===== src/hw/rtl/tcgr_pkg.sv =====
// Shared types, constants and helper functions of the text cursor glyph rasterizer.
package tcgr_pkg;

	// Glyph geometry and magnification limits
	localparam int GLYPH_WIDTH  = 6;
	localparam int GLYPH_HEIGHT = 8;
	localparam int MAX_SCALE    = 4;

	// Font store and queue sizing
	localparam int STORE_DEPTH = 256 * GLYPH_WIDTH;
	localparam int ADDR_W      = $clog2(STORE_DEPTH);
	localparam int QUEUE_DEPTH = 4;

	// Counter widths for the column sequencer
	localparam int COL_W = $clog2(GLYPH_WIDTH + 1);
	localparam int REP_W = $clog2(MAX_SCALE + 1);

	// Stream payload widths
	localparam int COLUMN_W   = GLYPH_HEIGHT * MAX_SCALE;
	localparam int IN_DATA_W  = 40;
	localparam int OUT_DATA_W = 80;

	typedef enum logic [2:0] {
		CMD_LOAD    = 3'd0,
		CMD_SET     = 3'd1,
		CMD_SAVE    = 3'd2,
		CMD_RESTORE = 3'd3,
		CMD_PUT     = 3'd4
	} cmd_t;

	typedef enum logic [1:0] {
		KIND_FILL   = 2'd0,
		KIND_WINDOW = 2'd1,
		KIND_COLUMN = 2'd2
	} kind_t;

	typedef enum logic [2:0] {
		CFG_ORIGIN_X = 3'd0,
		CFG_ORIGIN_Y = 3'd1,
		CFG_END_X    = 3'd2,
		CFG_END_Y    = 3'd3,
		CFG_SCALE    = 3'd4,
		CFG_ROTATE   = 3'd5,
		CFG_FG_COLOR = 3'd6,
		CFG_BG_COLOR = 3'd7
	} cfg_idx_t;

	typedef enum logic {
		OP_LOAD = 1'b0,
		OP_PUT  = 1'b1
	} job_op_t;

	typedef enum logic [1:0] {
		BK_IDLE,
		BK_FILL,
		BK_WIN,
		BK_COL
	} bk_state_t;

	// Live configuration; scale is already clamped to 1..MAX_SCALE
	typedef struct packed {
		logic [7:0]  origin_x;
		logic [7:0]  origin_y;
		logic [7:0]  end_x;
		logic [7:0]  end_y;
		logic [2:0]  scale;
		logic        rotate;
		logic [15:0] bg_color;
	} cfg_t;

	// One unit of work handed from the front to the back
	typedef struct packed {
		job_op_t     op;
		logic        fill;
		logic [7:0]  ch;
		logic [2:0]  gcol;
		logic [7:0]  gbyte;
		logic [7:0]  fill_y0;
		logic [7:0]  fill_y1;
		logic [7:0]  win_x0;
		logic [7:0]  win_y0;
		logic [7:0]  win_x1;
		logic [7:0]  win_y1;
	} job_t;

	// One result item held in the output register
	typedef struct packed {
		kind_t               kind;
		logic [7:0]          x_start;
		logic [7:0]          y_start;
		logic [7:0]          x_stop;
		logic [7:0]          y_stop;
		logic [15:0]         fill_color;
		logic [COLUMN_W-1:0] column_bits;
		logic                last;
	} res_t;

	// Clamp the written scale: zero acts as one, large values as MAX_SCALE
	function automatic logic [2:0] eff_scale(logic [2:0] s);
		if (s == 3'd0) begin
			return 3'd1;
		end
		if (int'(s) > MAX_SCALE) begin
			return 3'(MAX_SCALE);
		end
		return s;
	endfunction

	// Repeat every glyph bit s times, top pixel in bit 0
	function automatic logic [COLUMN_W-1:0] widen(logic [7:0] b, logic [2:0] s);
		logic [COLUMN_W-1:0] v;
		v = '0;
		for (int k = 0; k < GLYPH_HEIGHT; k++) begin
			for (int r = 0; r < MAX_SCALE; r++) begin
				if (b[k] && r < int'(s) && (k * int'(s) + r) < COLUMN_W) begin
					v[k * int'(s) + r] = 1'b1;
				end
			end
		end
		return v;
	endfunction

endpackage


===== src/hw/rtl/tcgr_queue.sv =====
// Short job queue between the command front end and the raster back end.
module tcgr_queue import tcgr_pkg::*; (
	input  logic clk,
	input  logic arst_n,
	input  logic push,
	input  job_t push_job,
	input  logic pop,
	output job_t head,
	output logic empty,
	output logic full
);

	localparam int PTR_W = (QUEUE_DEPTH > 1) ? $clog2(QUEUE_DEPTH) : 1;
	localparam int CNT_W = $clog2(QUEUE_DEPTH + 1);

	job_t             slot_q [QUEUE_DEPTH];
	logic [PTR_W-1:0] wr_ptr_q, rd_ptr_q;
	logic [CNT_W-1:0] count_q;

	assign empty = (count_q == '0);
	assign full  = (count_q == CNT_W'(QUEUE_DEPTH));
	assign head  = slot_q[rd_ptr_q];

	// Store the pushed job
	always_ff @(posedge clk) begin
		if (push) begin
			slot_q[wr_ptr_q] <= push_job;
		end
	end

	// Advance pointers and occupancy
	always_ff @(posedge clk or negedge arst_n) begin
		if (!arst_n) begin
			wr_ptr_q <= '0;
			rd_ptr_q <= '0;
			count_q  <= '0;
		end else begin
			if (push) begin
				wr_ptr_q <= (wr_ptr_q == PTR_W'(QUEUE_DEPTH - 1)) ? '0 : wr_ptr_q + 1'b1;
			end
			if (pop) begin
				rd_ptr_q <= (rd_ptr_q == PTR_W'(QUEUE_DEPTH - 1)) ? '0 : rd_ptr_q + 1'b1;
			end
			if (push && !pop) begin
				count_q <= count_q + 1'b1;
			end else if (pop && !push) begin
				count_q <= count_q - 1'b1;
			end
		end
	end

	assert property (@(posedge clk) disable iff (!arst_n) full |-> !push)
		else $error("queue written while full");
	assert property (@(posedge clk) disable iff (!arst_n) empty |-> !pop)
		else $error("queue read while empty");
	assert property (@(posedge clk) disable iff (!arst_n)
		(push && !pop) |=> (count_q == $past(count_q) + 1'b1))
		else $error("queue occupancy lost a push");

endmodule


===== config.mk =====
export PLATFORM = sky130hd
export DESIGN_NAME = tcgr_queue
export DESIGN_NICKNAME = d
export VERILOG_FILES = /design/src/hw/rtl/tcgr_pkg.sv /design/src/hw/rtl/tcgr_queue.sv
export SDC_FILE = /design/constraint.sdc
export NUM_CORES = 1
export LEC_CHECK = 0
export BUFFER_PORTS_ARGS = -buffer_cell sky130_fd_sc_hd__buf_2
export CELL_PAD_IN_SITES_DETAIL_PLACEMENT = 0
export CELL_PAD_IN_SITES_GLOBAL_PLACEMENT = 2
export CORE_MARGIN = 2
export CORE_UTILIZATION = 45
export CTS_BUF_LIST = sky130_fd_sc_hd__clkbuf_4 sky130_fd_sc_hd__clkbuf_8
export DETAILED_ROUTE_END_ITERATION = 8
export PLACE_DENSITY_LB_ADDON = 0.08
export SYNTH_ARGS = -nofsm -noshare
export SYNTH_HDL_FRONTEND = slang
export SYNTH_SLANG_ARGS = --single-unit

===== constraint.sdc =====
create_clock -name clk -period 3.35 [get_ports clk]
set_input_delay 0.1675 -clock clk [delete_from_list [all_inputs] [get_ports clk]]
set_output_delay 0.1675 -clock clk [all_outputs]
set_load 0.01 [all_outputs]

==> results of run 1 <==
==> repair_timing <==
action	in CTS	in global routing
endpoints found under the hold margin	287	0
hold buffers	73	0
endpoints found under the setup margin	0	0
setup buffers	0	0
==> power breakdown <==
group          switching (mW)  total (mW)  internal, mW
clock                    1.23        2.81          1.58
sequential              0.304        4.85          4.55
combinational            1.44        2.86          1.42
==> through the flow <==
stage | total power [mW] | worst slack, ps | instance area, um^2 | cells | util
6_report | 10.52 | 737.0 | 13070 | 971 | 0.5757
2_1_floorplan | 6.853 | 674.5 | 10450 | 398 | -
3_3_place_gp | 7.786 | 1191 | 11460 | 817 | 0.5047
4_1_cts | 10.73 | 605.0 | 13070 | 971 | 0.5757
5_1_grt | 11.09 | 517.8 | 13070 | 971 | 0.5757
3_5_place_dp | 7.816 | 1198 | 11460 | 817 | 0.5047
==> layout make-up <==
class | count | area, um^2 | area share
clock buffer | 71 | 839.6 | 0.06422
tap | 285 | 356.6 | 0.02728
multi-input combinational | 95 | 1789 | 0.1369
inverter | 4 | 15.01 | 0.001148
clock inverter | 10 | 41.29 | 0.003158
timing repair buffer | 223 | 1562 | 0.1194
sequential | 283 | 8471 | 0.6479
==> worst paths after layout <==
kind,slack (ps),to,startpoint,cells after the start
hold / removal,380,slot_q[1][45],push_job[45],2
setup / recovery,740,head[17],rd_ptr_q[0],3
hold reg to reg,490,count_q[2],count_q[2],1
setup reg to reg,1450,slot_q[0][9],wr_ptr_q[0],4
min in group asynchronous,590,wr_ptr_q[0],arst_n,3
max in group asynchronous,2480,rd_ptr_q[0],arst_n,3
==> per-layer routing <==
layer | wire, um | vias up | part of all wire
li1 | - | 2222 | -
met3 | 1225 | 42 | 0.064
met5 | 0 | - | 0
met1 | 8002 | 2524 | 0.42
met2 | 9616 | 150 | 0.50
met4 | 424 | 0 | 0.022
==> cell usage after synthesis (2+ instances only) <==
library cell    n  share of area
edfxtp_1      276           0.79
dfrtp_1         7          0.017
inv_1           4         0.0014
buf_12          7          0.013
nand2_1         2        0.00072
xor2_1          2         0.0017
mux4_2         68           0.15
buf_2           7         0.0034
mux2_2          3         0.0032
ha_1            6         0.0072
o21ai_0         2        0.00096
and2_1          4         0.0024
nor2_1          3         0.0011
==> kinds of logic (layout without fill, tap and decap cells) <==
family,after synthesis,after routing,synth area share
flip-flops,283,283,0.8101
multiplexers,72,72,0.1523
buffers and inverters,20,308,0.01964
AND/OR/NAND/NOR,11,11,0.005389
adder cells (fa/ha/maj),7,7,0.009102
XOR/XNOR,3,3,0.002515
AO/OA/AOI/OAI,2,2,0.0009581
==> sequential cells by signal, indices dropped and copies added, names as in the netlist <==
| name | flops |
|---|---|
| slot_q | 276 |
| wr_ptr_q | 2 |
| count_q | 3 |
| rd_ptr_q | 2 |
==> worst max-delay path, stage by stage, from the launching register on <==
cell,delay [ps]
dfrtp_4,690
buf_12,440
mux4_2,590
buf_2,160
==> impl.org, run 1 <==
** Drt
- Detailed-route wire length :: 19.27 mm
- Number of iterations in the first detailed-routing pass :: 4
- Number of nets with antenna violations after detailed routing :: 0
- Remaining design rule violation count :: 0
- Number of vias per cell :: 5.085
- The routed layout has 4938 vias.
- Detailed Route Iter0 Violations :: 157
- After detailed routing, the average wire length per cell comes to 19.84 um.

** Finish
- In the final design database the tool counted 733 nets.
- The library cell used most frequently in the layout, excluding fill and tap cells, is edfxtp_1.
- Fill cells :: 1727
- Of the cells placed in the final design, the portion with a size suffix greater than 1 is 0.4388.
- Most frequent cells in the layout :: edfxtp_1, buf_2, dlygate4sd3_1
- 0 antenna diodes ended up in the layout.
- From synthesis to final layout, the design area changed by 25.14%.

** STA
- Final hold violations :: 0
- Setup repair after global routing missed its margin :: false
- Fin. max-slew vios :: 0
- Setup violations remaining at the end of the flow were counted as 0.
- Across the routed clock network, the largest skew measured is 16.11 ps.
- Of the available clock period, the critical path in the final layout requires 0.7800.
- Measured against its own limit, the worst slew margin works out to 0.5921.
- For the finished layout, the period the worst path requires is 2613 ps.
- Across all hold checks on the routed design, the worst slack comes to 383.6 ps.
- For this run, the top clock speed supported by timing is 0.3827 GHz.
- Setup TNS :: 0 ps
- At the pin with the least slew margin, the transition time is 611.8 ps.

** Placed design
- The count of buffers added on input and output ports is 143.
- Summed over all nets, the half-perimeter wirelength after detailed placement is 10.89 mm.
- GPL Wtd Cong :: 0.6879

** Critical path
- Data arrival time of the critical path :: 2450 ps
- Type of element launching the critical path :: flop
- Worst Path Class, Setup :: flop to output pin
- The worst setup path is captured at an output pin.
- Maximum net fanout on the critical path :: 52
- STA puts the critical path data required time at 3180 ps.

** Worst hold path
- Worst hold path class :: input pin to flop

** Clock tree
- The later pin in the worst-skew pair is clocked with a latency of 530 ps.
- Clock tree buffer depth :: 3
- Post-cts resize count :: 0
- Clock slew seen by the registers of the worst setup and hold paths :: 60 ps
- In this run the number of H-tree levels came out at 2.
- TritonCTS built the clock tree.
- Clock tree root driver cell :: clkbuf_8
- The number of clock buffers added by TritonCTS is 46.
- CTS saw 283 sinks.

** Global route
- For this run the aggregate overflow at the end of global routing stands at 0.
- Vias in the first global route :: 5577
- Pin count of the biggest net entering global routing :: 53
- For met1 alone, demand over resource in global routing was 0.2052.
- The number of antenna violations at the first check in global routing came to 0.
- Met3 track demand over resource :: 0.04237
- Overall routing resource usage :: 0.1635
- The first global-routing pass estimated 30.01 mm of wire.
- The layer flagged by global routing as most heavily used is met2.
- Met2 Track Usage GR :: 0.2801

** Power and ir drop
- Across the VDD grid, the largest voltage drop is 0.4366 mV.
- For this design the ratio of total power to cell area is 804.3 nW/um^2.
- For this design the static power due to leakage is 4.578 nW.

** Yosys
- Prevailing post-synth register cell :: edfxtp_1
- Yosys printed 0 warnings.
- Yosys mapped a number of flops with a built-in enable equal to 276.
- The synthesized netlist occupies a cell area of 10450 um^2.
- Number of nets produced by synthesis :: 478
- Avg Inst Size Synth :: 26.25 um^2
- Of all flip-flops after synthesis, the portion carrying an async set or reset was 0.02473.
- The synthesized design contains 283 register bits.
- Gate count after technology mapping :: 398
- Post-synthesis cell type count :: 20
- Part of the Yosys area used for sequential elements :: 0.8101

** Die
- Starting utilization of the core area :: 0.4601
- Standard-cell rows :: 55
- From bottom edge to top edge, the die measures 156.4 um.
- The core region is 22710 um^2.
- The die covers 24450 um^2.
- In this run the horizontal extent of the chip is 156.4 um.
- In this run the count of I/O pins placed on the die edge is 144.

** Run
- Number of max-capacitance violations reported :: 0

** Outcome
- Run status :: finished clean
Note: power is estimated with default switching activity, not from simulation.
==> run 2, diff against run 1 <==
- CORE_UTILIZATION: 45 -> 42
- clock period: 3.35 -> 2.4 ns (I/O delays scaled with it)
==> run 2 against run 1 <==
Against the previous run:
- flip-flop and latch count unchanged
- core utilization down 3.0 points
- via count up 3.3%
- power up 43%
==> impl.org, run 2 (synthesis gave the netlist of run 1 again) <==
** Global route
- The first global-routing pass estimated 31.76 mm of wire.
- For this run, global-route usage on met1 was measured as 0.1986.
- Entering global routing, the biggest net connects 44 pins.
- met2 is the most crowded layer.
- The number of global-route vias before repair was 5720.
- The number of antenna violations at the first check in global routing is 1.
- Met2 Track Usage GR :: 0.2753
- Aggregate global routing overflow :: 0
- In the global route stage, overall resource usage came out at 0.1610.
- In the global route stage, met3 resource usage came out at 0.04648.

** Finish
- Registers with the highest flip-flop counts :: slot_q: 276 flops, count_q: 3 flops
- Most frequent cells in the layout :: edfxtp_1, buf_2, dlygate4sd3_1
- The final layout contains 748 nets.
- More flip-flops sit in one register than any other, and that register is slot_q.
- Fill cells in the final layout number 1939.
- The register with the most flip-flops in the layout has 276 of them.
- Total non-filler cell area in the finished layout :: 13310 um^2
- The number of antenna diodes in the final layout is 0.
- Final Instance Count excl. Fillers :: 1031
- Of the cells placed in the final design, the portion with a size suffix greater than 1 is 0.4413.
- Area Overhead vs Synth :: 27.43%
- Post-Route Utilization :: 0.5458
- Most frequent standard cell in the layout excluding fill and tap cells :: edfxtp_1

** Die
- The floorplan step defined a die boundary enclosing 26150 um^2.
- Die Span Y :: 161.7 um
- In this run the horizontal extent of the chip is 161.7 um.
- Row generation in the floorplan step produced 57 rows.
- Starting utilization of the core area :: 0.4283
- Placeable core region :: 24390 um^2
- Top-Level Pins :: 144

** Critical path
- Delay of the slowest critical-path stage :: 550 ps
- Data arrives at the worst endpoint at 2050 ps.
- For flop-to-flop paths, the worst setup slack is 710 ps.
- On the critical path the largest part of the delay comes from multiplexers.
- Critical path cell sequence :: buf_4 -> mux4_2 -> buf_2
- The worst setup path is launched from a flop.
- Worst Path Class, Setup :: flop to output pin
- Master of the slowest instance on the critical path :: mux4_2
- The critical path contains buffers and inverters numbering 2 combined.
- Maximum net fanout on the critical path :: 11
- Crit end category :: output pin
- Required time worst endpoint :: 2280 ps

** Clock tree
- TritonCTS clock tree :: built
- Number of clock buffers inserted by TritonCTS :: 47
- Clock slew seen by the registers of the worst setup and hold paths :: 60 ps
- In this run the clock root is driven by a clkbuf_8.
- No sink is reached through more buffers than the 3 on the longest clock path.
- CTS Sinks :: 283
- For the worst-skew pair, the clock arrives at the later sink with an insertion delay of 540 ps.
- Total number of H-tree levels :: 2

** Power and ir drop
- Overall power consumption after layout is estimated at 15.08 mW.
- Areal power density over the cells :: 1133 nW/um^2
- VDD IR-drop max :: 0.6079 mV
- Static power due to leakage :: 4.668 nW

** Drt
- Detailed Route Iter0 Violations :: 289
- Detailed-route wire length :: 20.61 mm
- In the routed layout, each cell is associated on average with a via count of 4.948.
- After detailed routing, the number of remaining DRC violations is 0.
- Number of iterations in the first detailed-routing pass :: 4
- Average detailed-routed wire length per instance :: 19.99 um
- In this run the remaining antenna-violating nets after routing total 0.
- The routed layout has 5101 vias.

** STA
- Of the available clock period, the critical path in the final layout requires 0.9038.
- Setup TNS :: 0 ps
- Setup violations, final :: 0
- Setup repair after global routing left no endpoint under its margin.
- On the final layout, the worst hold slack is 321.7 ps.
- Setup slack closes at 230.8 ps.
- At the pin with the least slew margin, the transition time is 490.1 ps.
- The final hold violation count came to 0.
- Subtracting the final worst setup slack from the clock period gives 2169 ps.
- Upper clock frequency limit :: 0.4610 GHz
- In this run the tightest slew margin relative to its limit is 0.6733.
- Worst-case clock skew :: 16.80 ps
- Fin. max-slew vios :: 0

** Placed design
- Area post-placement :: 11610 um^2
- OpenSTA, run right after detailed placement, puts the worst setup slack at 529.9 ps.
- Input and output buffers added on the ports amount to 143.
- Number of cells in the design after placement :: 864
- Routability-driven placement finished with a final weighted congestion of 0.6989.
- HPWL after DPL :: 12.19 mm

** Outcome
- The run finished with clean final reports.

** Run
- Max-cap violations in this run came to 0.

** Worst hold path
- The path class of the tightest hold or removal check is input pin to flop.
run 2: cell type report:
class                      count  area [um^2]  share of cell area
sequential                   283         8471              0.6363
clock inverter                28        152.6             0.01147
tap                          324        405.4             0.03045
inverter                       4        15.01            0.001128
timing repair buffer         237         1729              0.1299
multi-input combinational     95         1789              0.1344
clock buffer                  60        750.7             0.05639
run 2: worst register-to-register path, stage by stage (launching register included):
cell and delay, ps:
dfrtp_1 420, inv_1 120, ha_1 150, and2_4 410, buf_12 270
run 2: worst paths after layout:
kind                              start             to  cells after the start
max in group asynchronous        arst_n    rd_ptr_q[0]                      3
min in group asynchronous        arst_n     count_q[2]                      3
hold / removal             push_job[55]  slot_q[1][55]                      2
hold reg to reg              count_q[2]     count_q[2]                      1
setup reg to reg            wr_ptr_q[0]   slot_q[0][2]                      4
setup / recovery            rd_ptr_q[0]       head[37]                      3
run 2: repair_timing:
action | CTS | global route
setup endpoints to repair | 36 | 0
hold endpoints to repair | 287 | 0
setup buffers | 6 | 0
hold buffers | 73 | 0
resized for setup | 0 | 0
run 2: power by group:
group          internal (mW)  switching (mW)
sequential              6.34           0.315
clock                   2.17            1.82
combinational           2.19            2.24
total                   10.7            4.38
run 2: layer usage:
| layer | wire (um) | vias up | part of all wire |
|---|---|---|---|
| met3 | 1608 | 35 | 0.078 |
| met2 | 10380 | 156 | 0.50 |
| met1 | 8256 | 2643 | 0.40 |
| met4 | 348 | 2 | 0.017 |
| met5 | 11 | - | 0.00053 |
| li1 | - | 2265 | - |
