<file path="config.mk">
export PLATFORM = sky130hd
export DESIGN_NAME = tcgr_front
export DESIGN_NICKNAME = d
export VERILOG_FILES = /design/src/hw/rtl/tcgr_pkg.sv /design/src/hw/rtl/tcgr_front.sv
export SDC_FILE = /design/constraint.sdc
export NUM_CORES = 1
export LEC_CHECK = 0
export BUFFER_PORTS_ARGS = -buffer_cell sky130_fd_sc_hd__buf_4
export CAP_MARGIN = 30
export CORE_MARGIN = 5
export CORE_UTILIZATION = 50
export DETAILED_ROUTE_END_ITERATION = 7
export HOLD_SLACK_MARGIN = 0.03
export PLACE_DENSITY_LB_ADDON = 0.08
export SLEW_MARGIN = 20
export SYNTH_ARGS = -nofsm -noshare
export SYNTH_HDL_FRONTEND = slang
export SYNTH_SLANG_ARGS = --single-unit
</file>
<file path="constraint.sdc">
create_clock -name clk -period 7.9 [get_ports clk]
set_clock_uncertainty 0.05 [all_clocks]
set_input_delay 0.395 -clock clk [delete_from_list [all_inputs] [get_ports clk]]
set_output_delay 0.395 -clock clk [all_outputs]
set_load 0.1 [all_outputs]
</file>
<file path="src/hw/rtl/tcgr_pkg.sv">
// Shared types, constants and helper functions of the text cursor glyph rasterizer.
package tcgr_pkg;

	// Glyph geometry and magnification limits
	localparam int GLYPH_WIDTH  = 6;
	localparam int GLYPH_HEIGHT = 8;
	localparam int MAX_SCALE    = 4;

	// Font store and queue sizing
	localparam int STORE_DEPTH = 256 * GLYPH_WIDTH;
	localparam int ADDR_W      = $clog2(STORE_DEPTH);
	localparam int QUEUE_DEPTH = 4;

	// Counter widths for the column sequencer
	localparam int COL_W = $clog2(GLYPH_WIDTH + 1);
	localparam int REP_W = $clog2(MAX_SCALE + 1);

	// Stream payload widths
	localparam int COLUMN_W   = GLYPH_HEIGHT * MAX_SCALE;
	localparam int IN_DATA_W  = 40;
	localparam int OUT_DATA_W = 80;

	typedef enum logic [2:0] {
		CMD_LOAD    = 3'd0,
		CMD_SET     = 3'd1,
		CMD_SAVE    = 3'd2,
		CMD_RESTORE = 3'd3,
		CMD_PUT     = 3'd4
	} cmd_t;

	typedef enum logic [1:0] {
		KIND_FILL   = 2'd0,
		KIND_WINDOW = 2'd1,
		KIND_COLUMN = 2'd2
	} kind_t;

	typedef enum logic [2:0] {
		CFG_ORIGIN_X = 3'd0,
		CFG_ORIGIN_Y = 3'd1,
		CFG_END_X    = 3'd2,
		CFG_END_Y    = 3'd3,
		CFG_SCALE    = 3'd4,
		CFG_ROTATE   = 3'd5,
		CFG_FG_COLOR = 3'd6,
		CFG_BG_COLOR = 3'd7
	} cfg_idx_t;

	typedef enum logic {
		OP_LOAD = 1'b0,
		OP_PUT  = 1'b1
	} job_op_t;

	typedef enum logic [1:0] {
		BK_IDLE,
		BK_FILL,
		BK_WIN,
		BK_COL
	} bk_state_t;

	// Live configuration; scale is already clamped to 1..MAX_SCALE
	typedef struct packed {
		logic [7:0]  origin_x;
		logic [7:0]  origin_y;
		logic [7:0]  end_x;
		logic [7:0]  end_y;
		logic [2:0]  scale;
		logic        rotate;
		logic [15:0] bg_color;
	} cfg_t;

	// One unit of work handed from the front to the back
	typedef struct packed {
		job_op_t     op;
		logic        fill;
		logic [7:0]  ch;
		logic [2:0]  gcol;
		logic [7:0]  gbyte;
		logic [7:0]  fill_y0;
		logic [7:0]  fill_y1;
		logic [7:0]  win_x0;
		logic [7:0]  win_y0;
		logic [7:0]  win_x1;
		logic [7:0]  win_y1;
	} job_t;

	// One result item held in the output register
	typedef struct packed {
		kind_t               kind;
		logic [7:0]          x_start;
		logic [7:0]          y_start;
		logic [7:0]          x_stop;
		logic [7:0]          y_stop;
		logic [15:0]         fill_color;
		logic [COLUMN_W-1:0] column_bits;
		logic                last;
	} res_t;

	// Clamp the written scale: zero acts as one, large values as MAX_SCALE
	function automatic logic [2:0] eff_scale(logic [2:0] s);
		if (s == 3'd0) begin
			return 3'd1;
		end
		if (int'(s) > MAX_SCALE) begin
			return 3'(MAX_SCALE);
		end
		return s;
	endfunction

	// Repeat every glyph bit s times, top pixel in bit 0
	function automatic logic [COLUMN_W-1:0] widen(logic [7:0] b, logic [2:0] s);
		logic [COLUMN_W-1:0] v;
		v = '0;
		for (int k = 0; k < GLYPH_HEIGHT; k++) begin
			for (int r = 0; r < MAX_SCALE; r++) begin
				if (b[k] && r < int'(s) && (k * int'(s) + r) < COLUMN_W) begin
					v[k * int'(s) + r] = 1'b1;
				end
			end
		end
		return v;
	endfunction

endpackage

</file>
<file path="src/hw/rtl/tcgr_front.sv">
// Command front end: decodes requests, keeps the cursor and queues work for the back end.
module tcgr_front import tcgr_pkg::*; (
	input  logic                 clk,
	input  logic                 arst_n,
	input  cfg_t                 cfg,
	input  logic                 in_valid,
	output logic                 in_ready,
	input  logic [2:0]           in_cmd,
	input  logic [IN_DATA_W-1:0] in_data,
	input  logic                 q_full,
	output logic                 push,
	output job_t                 push_job
);

	logic [7:0]  cur_x_q, cur_y_q, sav_x_q, sav_y_q;
	logic [7:0]  cur_x_d, cur_y_d, sav_x_d, sav_y_d;
	logic [7:0]  ch, gbyte, tcol, trow;
	logic [2:0]  gcol;
	cmd_t        cmd;
	logic        accept;
	logic [7:0]  w8, h8;
	logic [15:0] prod_x, prod_y;
	logic [7:0]  set_x, set_y;
	logic [7:0]  ex0, ey_nowrap, cy_down, ey_down, ey_top, ex_wrap;
	logic        wrap, wrap_top;
	logic [7:0]  px, py, pex, pey;

	// Unpack the request fields
	assign ch     = in_data[7:0];
	assign gcol   = in_data[10:8];
	assign gbyte  = in_data[18:11];
	assign tcol   = in_data[26:19];
	assign trow   = in_data[34:27];
	assign cmd    = cmd_t'(in_cmd);

	assign in_ready = !q_full;
	assign accept   = in_valid && !q_full;

	// Glyph cell size in pixels, modulo 256
	assign w8 = 8'(GLYPH_WIDTH * int'(cfg.scale));
	assign h8 = 8'(GLYPH_HEIGHT * int'(cfg.scale));

	// Set cursor: text position to pixels, fall back to origin past the end
	always_comb begin
		prod_x = tcol * {8'd0, w8};
		prod_y = trow * {8'd0, h8};
		set_x  = cfg.origin_x + prod_x[7:0];
		set_y  = cfg.origin_y + prod_y[7:0];
		if (set_x > cfg.end_x) begin
			set_x = cfg.origin_x;
		end
		if (set_y > cfg.end_y) begin
			set_y = cfg.origin_y;
		end
	end

	// Put char: line wrap check and window corners
	always_comb begin
		ex0       = cur_x_q + w8;
		ey_nowrap = cur_y_q + h8;
		cy_down   = cur_y_q + h8;
		ey_down   = cur_y_q + {h8[6:0], 1'b0};
		ey_top    = cfg.origin_y + h8;
		ex_wrap   = cfg.origin_x + w8;
		wrap      = ex0 > cfg.end_x;
		wrap_top  = ey_down > cfg.end_y;
		if (wrap) begin
			px  = cfg.origin_x;
			pex = ex_wrap;
			py  = wrap_top ? cfg.origin_y : cy_down;
			pey = wrap_top ? ey_top : ey_down;
		end else begin
			px  = cur_x_q;
			pex = ex0;
			py  = cur_y_q;
			pey = ey_nowrap;
		end
	end

	// Build the queued job and the next cursor state
	always_comb begin
		cur_x_d          = cur_x_q;
		cur_y_d          = cur_y_q;
		sav_x_d          = sav_x_q;
		sav_y_d          = sav_y_q;
		push             = 1'b0;
		push_job.op      = (cmd == CMD_PUT) ? OP_PUT : OP_LOAD;
		push_job.fill    = wrap;
		push_job.ch      = ch;
		push_job.gcol    = gcol;
		push_job.gbyte   = gbyte;
		push_job.fill_y0 = py;
		push_job.fill_y1 = pey;
		push_job.win_x0  = cfg.rotate ? py : px;
		push_job.win_y0  = cfg.rotate ? px : py;
		push_job.win_x1  = cfg.rotate ? pey : pex;
		push_job.win_y1  = cfg.rotate ? pex : pey;
		if (accept) begin
			unique case (cmd)
				CMD_LOAD: begin
					push = int'(gcol) < GLYPH_WIDTH;
				end
				CMD_SET: begin
					cur_x_d = set_x;
					cur_y_d = set_y;
				end
				CMD_SAVE: begin
					sav_x_d = cur_x_q;
					sav_y_d = cur_y_q;
				end
				CMD_RESTORE: begin
					cur_x_d = sav_x_q;
					cur_y_d = sav_y_q;
				end
				CMD_PUT: begin
					push    = 1'b1;
					cur_x_d = pex;
					cur_y_d = py;
				end
				default: begin
					push = 1'b0;
				end
			endcase
		end
	end

	// Hold cursor and saved cursor
	always_ff @(posedge clk or negedge arst_n) begin
		if (!arst_n) begin
			cur_x_q <= '0;
			cur_y_q <= '0;
			sav_x_q <= '0;
			sav_y_q <= '0;
		end else begin
			cur_x_q <= cur_x_d;
			cur_y_q <= cur_y_d;
			sav_x_q <= sav_x_d;
			sav_y_q <= sav_y_d;
		end
	end

endmodule

</file>
==> impl_metrics.toml, run 1 <==
[final_layout]
syn2layout_area_growth_pct = 15.9
drive_above_1_share = 0.226
diodes = 0
fin_util = 0.585
finish.net_count = 911
nFillCells = 995

[drt]
wl_met2_um = 6820
wl_met1_um = 7060
drc = 0
top_layer_used = "met4"
routed-wl-met3_um = 1330
firstDrtPassIters = 5
vias = 4854
routed_wl_um = 15300
via_per_inst = 5.66
post_drt_wl_per_cell_um = 17.9
drtIter0Drc = 323
postRouteAntennaNets = 0

[setup_path]
crit_path_cell_trace = "buf_4 > ha_1 > fa_1 > xor2_2 > nand2_1 > fa_1 > fa_1 > inv_1 > fa_1 > ha_1 > xor2_1 > ha_1 > o21ai_0 > o21bai_1 > a21oi_1 > xnor2_2 > ha_1 > nand4_1 > nor2_1 > nor2_1 > o21ai_1 > nand3_1 > a211o_1 > a31oi_1"
r2r-start = "cur_x_q[1]"
crit_path_top_delay_cell = "fa_1"
startpoint = "cfg[17]"
cpPeakStageDelay_ns = 0.54
path_max_fanout = 18
worstPathRequired_ns = 8.06
startpoint_type = "input port"
path_class = "input port to flip-flop"
worstSetupEndpointType = "flip-flop"
worstPathArrival_ns = 6.32

[logic_synthesis]
synth.distinct_cells = 66
yosysSeqAreaShare = 0.148
synth_common_cells = "ha_1, inv_1, nand2_1, a21oi_1, mux2i_1"
yosysMostFrequentCell = "ha_1"
syn_avg_cell_area_um2 = 8.45
synth-main-ff-cell = "dfrtp_1"
ys_warn_count = 0
yosys-top-cells-area = "ha_1, dfrtp_1, fa_1"
synth_top_area_frac = 0.173
synth_nets = 835
async_reset_ff_frac = 1.00
synth_top_cell_by_area = "ha_1"
synth-edff-count = 0
synth.cell_area_um2 = 5420
synthCells = 642
synth_seq_cells = 32

[clock_tree]
cts_setup_buffers = 0
path_clk_slew_ns = 0.07
root_buffer = "clkbuf_8"
cts.sinks = 32
cts_buffer_depth = 2
numCtsBuffers = 5
clk_latency_ns = 0.29
cts_tree = "yes"
cts_htree_levels = 2

[timing]
hold_ws_ns = 0.366
worst_slew_pin_slew_ns = 0.851
hold_violations = 0
rsz0062_at_grt = "no"
max-slew-margin-rel = 0.432
final-max-slew-violation-count = 0
fmax_mhz = 162
period_needed_ns = 6.16
setup_violations = 0
setup_tns_ns = 0
period_share = 0.780

[floorplan]
core-area_um2 = 10700
row_count = 38
io_pins = 170
die_w_um = 114
dieHeight_um = 114
start_util = 0.505
die_area_um2 = 13000

[worst_hold_path]
min_path_type = "input port to flip-flop"
hp-start = "cfg[38]"

[status]
status = "finished, final reports clean"

[global_routing]
first_global_vias = 4971
grt.total_usage = 0.235
grt_pass1_wl_um = 24900
antenna_found_initial = 0
grt_max_degree = 33
globalRouteOverflowTotal = 0

[place]
place.gp.congestion = 0.863
port-buffer-count = 110
hpwlAfterDp_um = 12300

[job]
maxCapViolations = 0
==> logic make-up (layout without fill, tap and decap cells) <==
group	after synthesis	count (layout)	share of synthesized area
AO/OA/AOI/OAI	151	151	0.191
XOR/XNOR	40	40	0.0713
adder cells (fa/ha/maj)	94	94	0.243
buffers and inverters	120	196	0.105
flip-flops	32	32	0.148
multiplexers	56	56	0.109
AND/OR/NAND/NOR	149	149	0.134
==> registers in the layout, summed over array words and instances, names as in the netlist <==
register and cells:
cur_y_q 8, sav_y_q 8, cur_x_q 8, sav_x_q 8
==> critical path: cells and delay by family <==
kind | cells | cell delay (ns)
adder cells (fa/ha/maj) | 8 | 3.17
AO/OA/AOI/OAI | 6 | 1.19
XOR/XNOR | 3 | 0.69
AND/OR/NAND/NOR | 5 | 0.63
buffers and inverters | 2 | 0.25
==> cell type report <==
type,count,area (µm²),area share
Clock buffer,7,96.3,0.0153
Inverter,73,277,0.0440
Multi-Input combinational cell,490,4050,0.645
Sequential cell,32,801,0.127
Tap cell,140,175,0.0279
Timing Repair Buffer,116,885,0.141
==> cell usage in the layout, fill, tap and decap left out, types with 3 or more instances in the layout <==
cell type,synthesis,routed
xor2_1,8,8
nand3_1,10,10
o2bb2ai_1,3,3
fa_1,19,19
a211oi_1,3,3
or3_1,3,3
ha_1,75,75
nand4_1,9,9
mux2_2,22,22
buf_4,25,113
nand2_1,52,52
a21oi_1,43,43
a221oi_2,4,4
a21o_1,17,17
and3_1,3,3
o21bai_1,3,3
a22oi_1,5,5
mux2i_1,33,33
o211ai_1,10,10
inv_1,71,71
xnor2_1,28,28
clkbuf_8,0,7
a211o_1,5,5
nor3_1,3,3
nor2b_1,9,9
o21a_1,6,6
o22ai_1,3,3
o21ai_0,23,23
and2_1,17,17
a31oi_1,4,4
dfrtp_1,32,32
nor2_1,31,31
==> final timing paths <==
check	end	slack [ns]	depth (start not counted)
min	cur_y_q[2]	0.37	3
min in group asynchronous	sav_y_q[1]	0.54	2
max in group asynchronous	cur_y_q[4]	6.95	2
max	cur_x_q[1]	1.74	24
min reg2reg	sav_x_q[0]	0.46	1
max reg2reg	cur_x_q[5]	3.78	18
==> through the flow <==
step,setup slack [ns],cell area [µm²],cells
finish,1.74,6290,858
global route,1.36,6290,858
CTS,1.74,6290,858
detailed placement,1.48,6180,850
global placement,1.58,6150,848
floorplan,1.65,5420,642
==> timing repair <==
item | 4_1_cts | 5_1_grt
hold buffers | 1 | 0
gates resized for setup | 0 | 0
endpoints found under the hold margin | 32 | 0
==> layer usage <==
| metal | global-route usage | vias up |
|---|---|---|
| li1 | - | 2375 |
| met1 | 0.344 | 2290 |
| met2 | 0.372 | 179 |
| met3 | 0.0359 | 10 |
| met4 | 0.0420 | 0 |
| met5 | 0 | - |
Power of run 1 is left out: the tool's default activity adds up to more than one toggle a clock period on the data nets, which glitch-free logic cannot reach.
==> inputs of run 2 (changes only) <==
clock period = 6.3 ns   (was 7.9 ns; I/O delays follow)
==> run 2 against run 1 <==
  * Cell count rose by 0.47%
  * Worst setup slack got worse by 1.3 ns
  * Via count rose by 2.4%
  * Worst hold slack got worse by 0.066 ns
  * Sequential share of layout area fell by 0.053 points
  * Die area did not move
  * Flip-flop and latch count did not move
  * First-iteration DRC count fell by 7.7%
  * Non-clock buffer count rose by 4
  * Global-route usage rose by 0.17 points
  * Core utilization rose by 0.24 points
  * Critical path type unchanged
  * Largest cell class unchanged
  * Highest routed layer unchanged
==> impl_metrics.toml, run 2 (synthesis results as in run 1) <==
[final_layout]
final_common_cell = "buf_4"
finish.net_count = 915
diodes = 0
fin_util = 0.588
syn2layout_area_growth_pct = 16.4
nFillCells = 1020
drive_above_1_share = 0.230
final_cell_mix = "buf_4, ha_1, inv_1, nand2_1, a21oi_1"
fin_cells = 862

[setup_path]
r2r-start = "cur_x_q[1]"
startpoint_type = "input port"
path_max_fanout = 6
cpPeakStageDelay_ns = 0.54
r2r_cells = 17
path_buf_inv = 4
worstPathRequired_ns = 6.41
worstSetupEndpointType = "flip-flop"
path_common_cell = "ha_1"
path_class = "input port to flip-flop"
critical_path.top_delay_family = "adder cells"
crit_path_top_delay_cell = "fa_1"
r2r-end = "cur_x_q[5]"
worstPathArrival_ns = 5.96
rrSetupSlack_ns = 2.04

[timing]
period_needed_ns = 5.86
worst_slew_pin_slew_ns = 0.870
final-max-slew-violation-count = 0
fmax_mhz = 171
max-slew-margin-rel = 0.419
setup_tns_ns = 0
rsz0062_at_grt = "no"
period_share = 0.930
setup_violations = 0
final.setup.worst_slack_ns = 0.443
hold_violations = 0

[global_routing]
grt.total_usage = 0.237
first_global_vias = 5020
antenna_found_initial = 0
grt_pass1_wl_um = 25100
globalRouteOverflowTotal = 0
grt_max_degree = 33

[clock_tree]
clk_latency_ns = 0.28
numCtsBuffers = 5
cts_setup_buffers = 0
cts_buffer_depth = 2
cts_htree_levels = 2
path_clk_slew_ns = 0.07
cts_tree = "yes"
ctsResizeCount = 0
holdBufCountCts = 1
cts.sinks = 32
root_buffer = "clkbuf_8"

[worst_hold_path]
holdPathEnd = "cur_y_q[2]"
whs_path_depth = 3
min_path_type = "input port to flip-flop"
hp-start = "cfg[38]"

[place]
place.gp.congestion = 0.876
hpwlAfterDp_um = 12500
place_inst = 853
dp_slack_ns = 0.225
port-buffer-count = 110

[floorplan]
start_util = 0.505
row_count = 38
io_pins = 170
dieHeight_um = 114
core-area_um2 = 10700
die_w_um = 114
die_area_um2 = 13000

[drt]
post_drt_wl_per_cell_um = 18.0
postRouteAntennaNets = 0
drc = 0
drtIter0Drc = 298
via_per_inst = 5.77
routed_wl_um = 15500
firstDrtPassIters = 5
vias = 4972

[status]
status = "finished, final reports clean"

[job]
maxCapViolations = 0
-- run 2: per-stage QoR --
stage	cell area (µm²)	hold WS, ns
detailed placement	6190	0.240
floorplan	5420	-0.0306
global route	6310	0.317
CTS	6300	0.297
global placement	6180	0.235
finish	6310	0.301
-- run 2: how the worst max path moves through the flow --
| stage | start | end | slack (ns) | cells past startpoint |
|---|---|---|---|---|
| 2_1_floorplan | cfg[17] | push_job[21] | 0.21 | 17 |
| 3_3_place_gp | cfg[17] | cur_x_q[6] | 0.38 | 25 |
| 3_5_place_dp | cfg[18] | cur_x_q[6] | 0.23 | 25 |
| 4_1_cts | cfg[18] | cur_x_q[6] | 0.50 | 25 |
| 5_1_grt | cfg[18] | cur_x_q[4] | 0.15 | 23 |
| 6_report | cfg[18] | cur_x_q[6] | 0.44 | 25 |
-- run 2: per-layer routing --
| layer | wire length, µm | part of all wire | up-vias | global-route usage |
|---|---|---|---|---|
| met5 | 0 | 0 | - | 0 |
| met4 | 180 | 0.012 | 0 | 0.0420 |
| met3 | 1100 | 0.071 | 22 | 0.0264 |
| met2 | 7050 | 0.45 | 189 | 0.390 |
| met1 | 7210 | 0.46 | 2375 | 0.340 |
| li1 | - | - | 2386 | - |
-- run 2: final cells by class --
cell class / count / area [µm²] / share of cell area
multi-input cells: 490 / 4050 / 0.642
repair buffers: 120 / 911 / 0.144
flip-flops and latches: 32 / 801 / 0.127
inverters: 73 / 277 / 0.0438
well taps: 140 / 175 / 0.0277
clock buffers: 7 / 96.3 / 0.0153
-- run 2: worst reg2reg max path, cell delays in order (launching register included) --
cell and delay [ns]:
dfrtp_1 0.40, ha_1 0.21, inv_1 0.06, fa_1 0.41
nor2b_1 0.20, o2111ai_1 0.13, nand3_1 0.11, xnor2_1 0.14
inv_1 0.07, ha_1 0.31, nand4_1 0.16, nand2b_1 0.18
o22a_1 0.20, inv_1 0.44, buf_4 0.33, mux2i_1 0.45
a2bb2oi_1 0.19, a31oi_1 0.10
Power of run 2 is left out for the same reason.
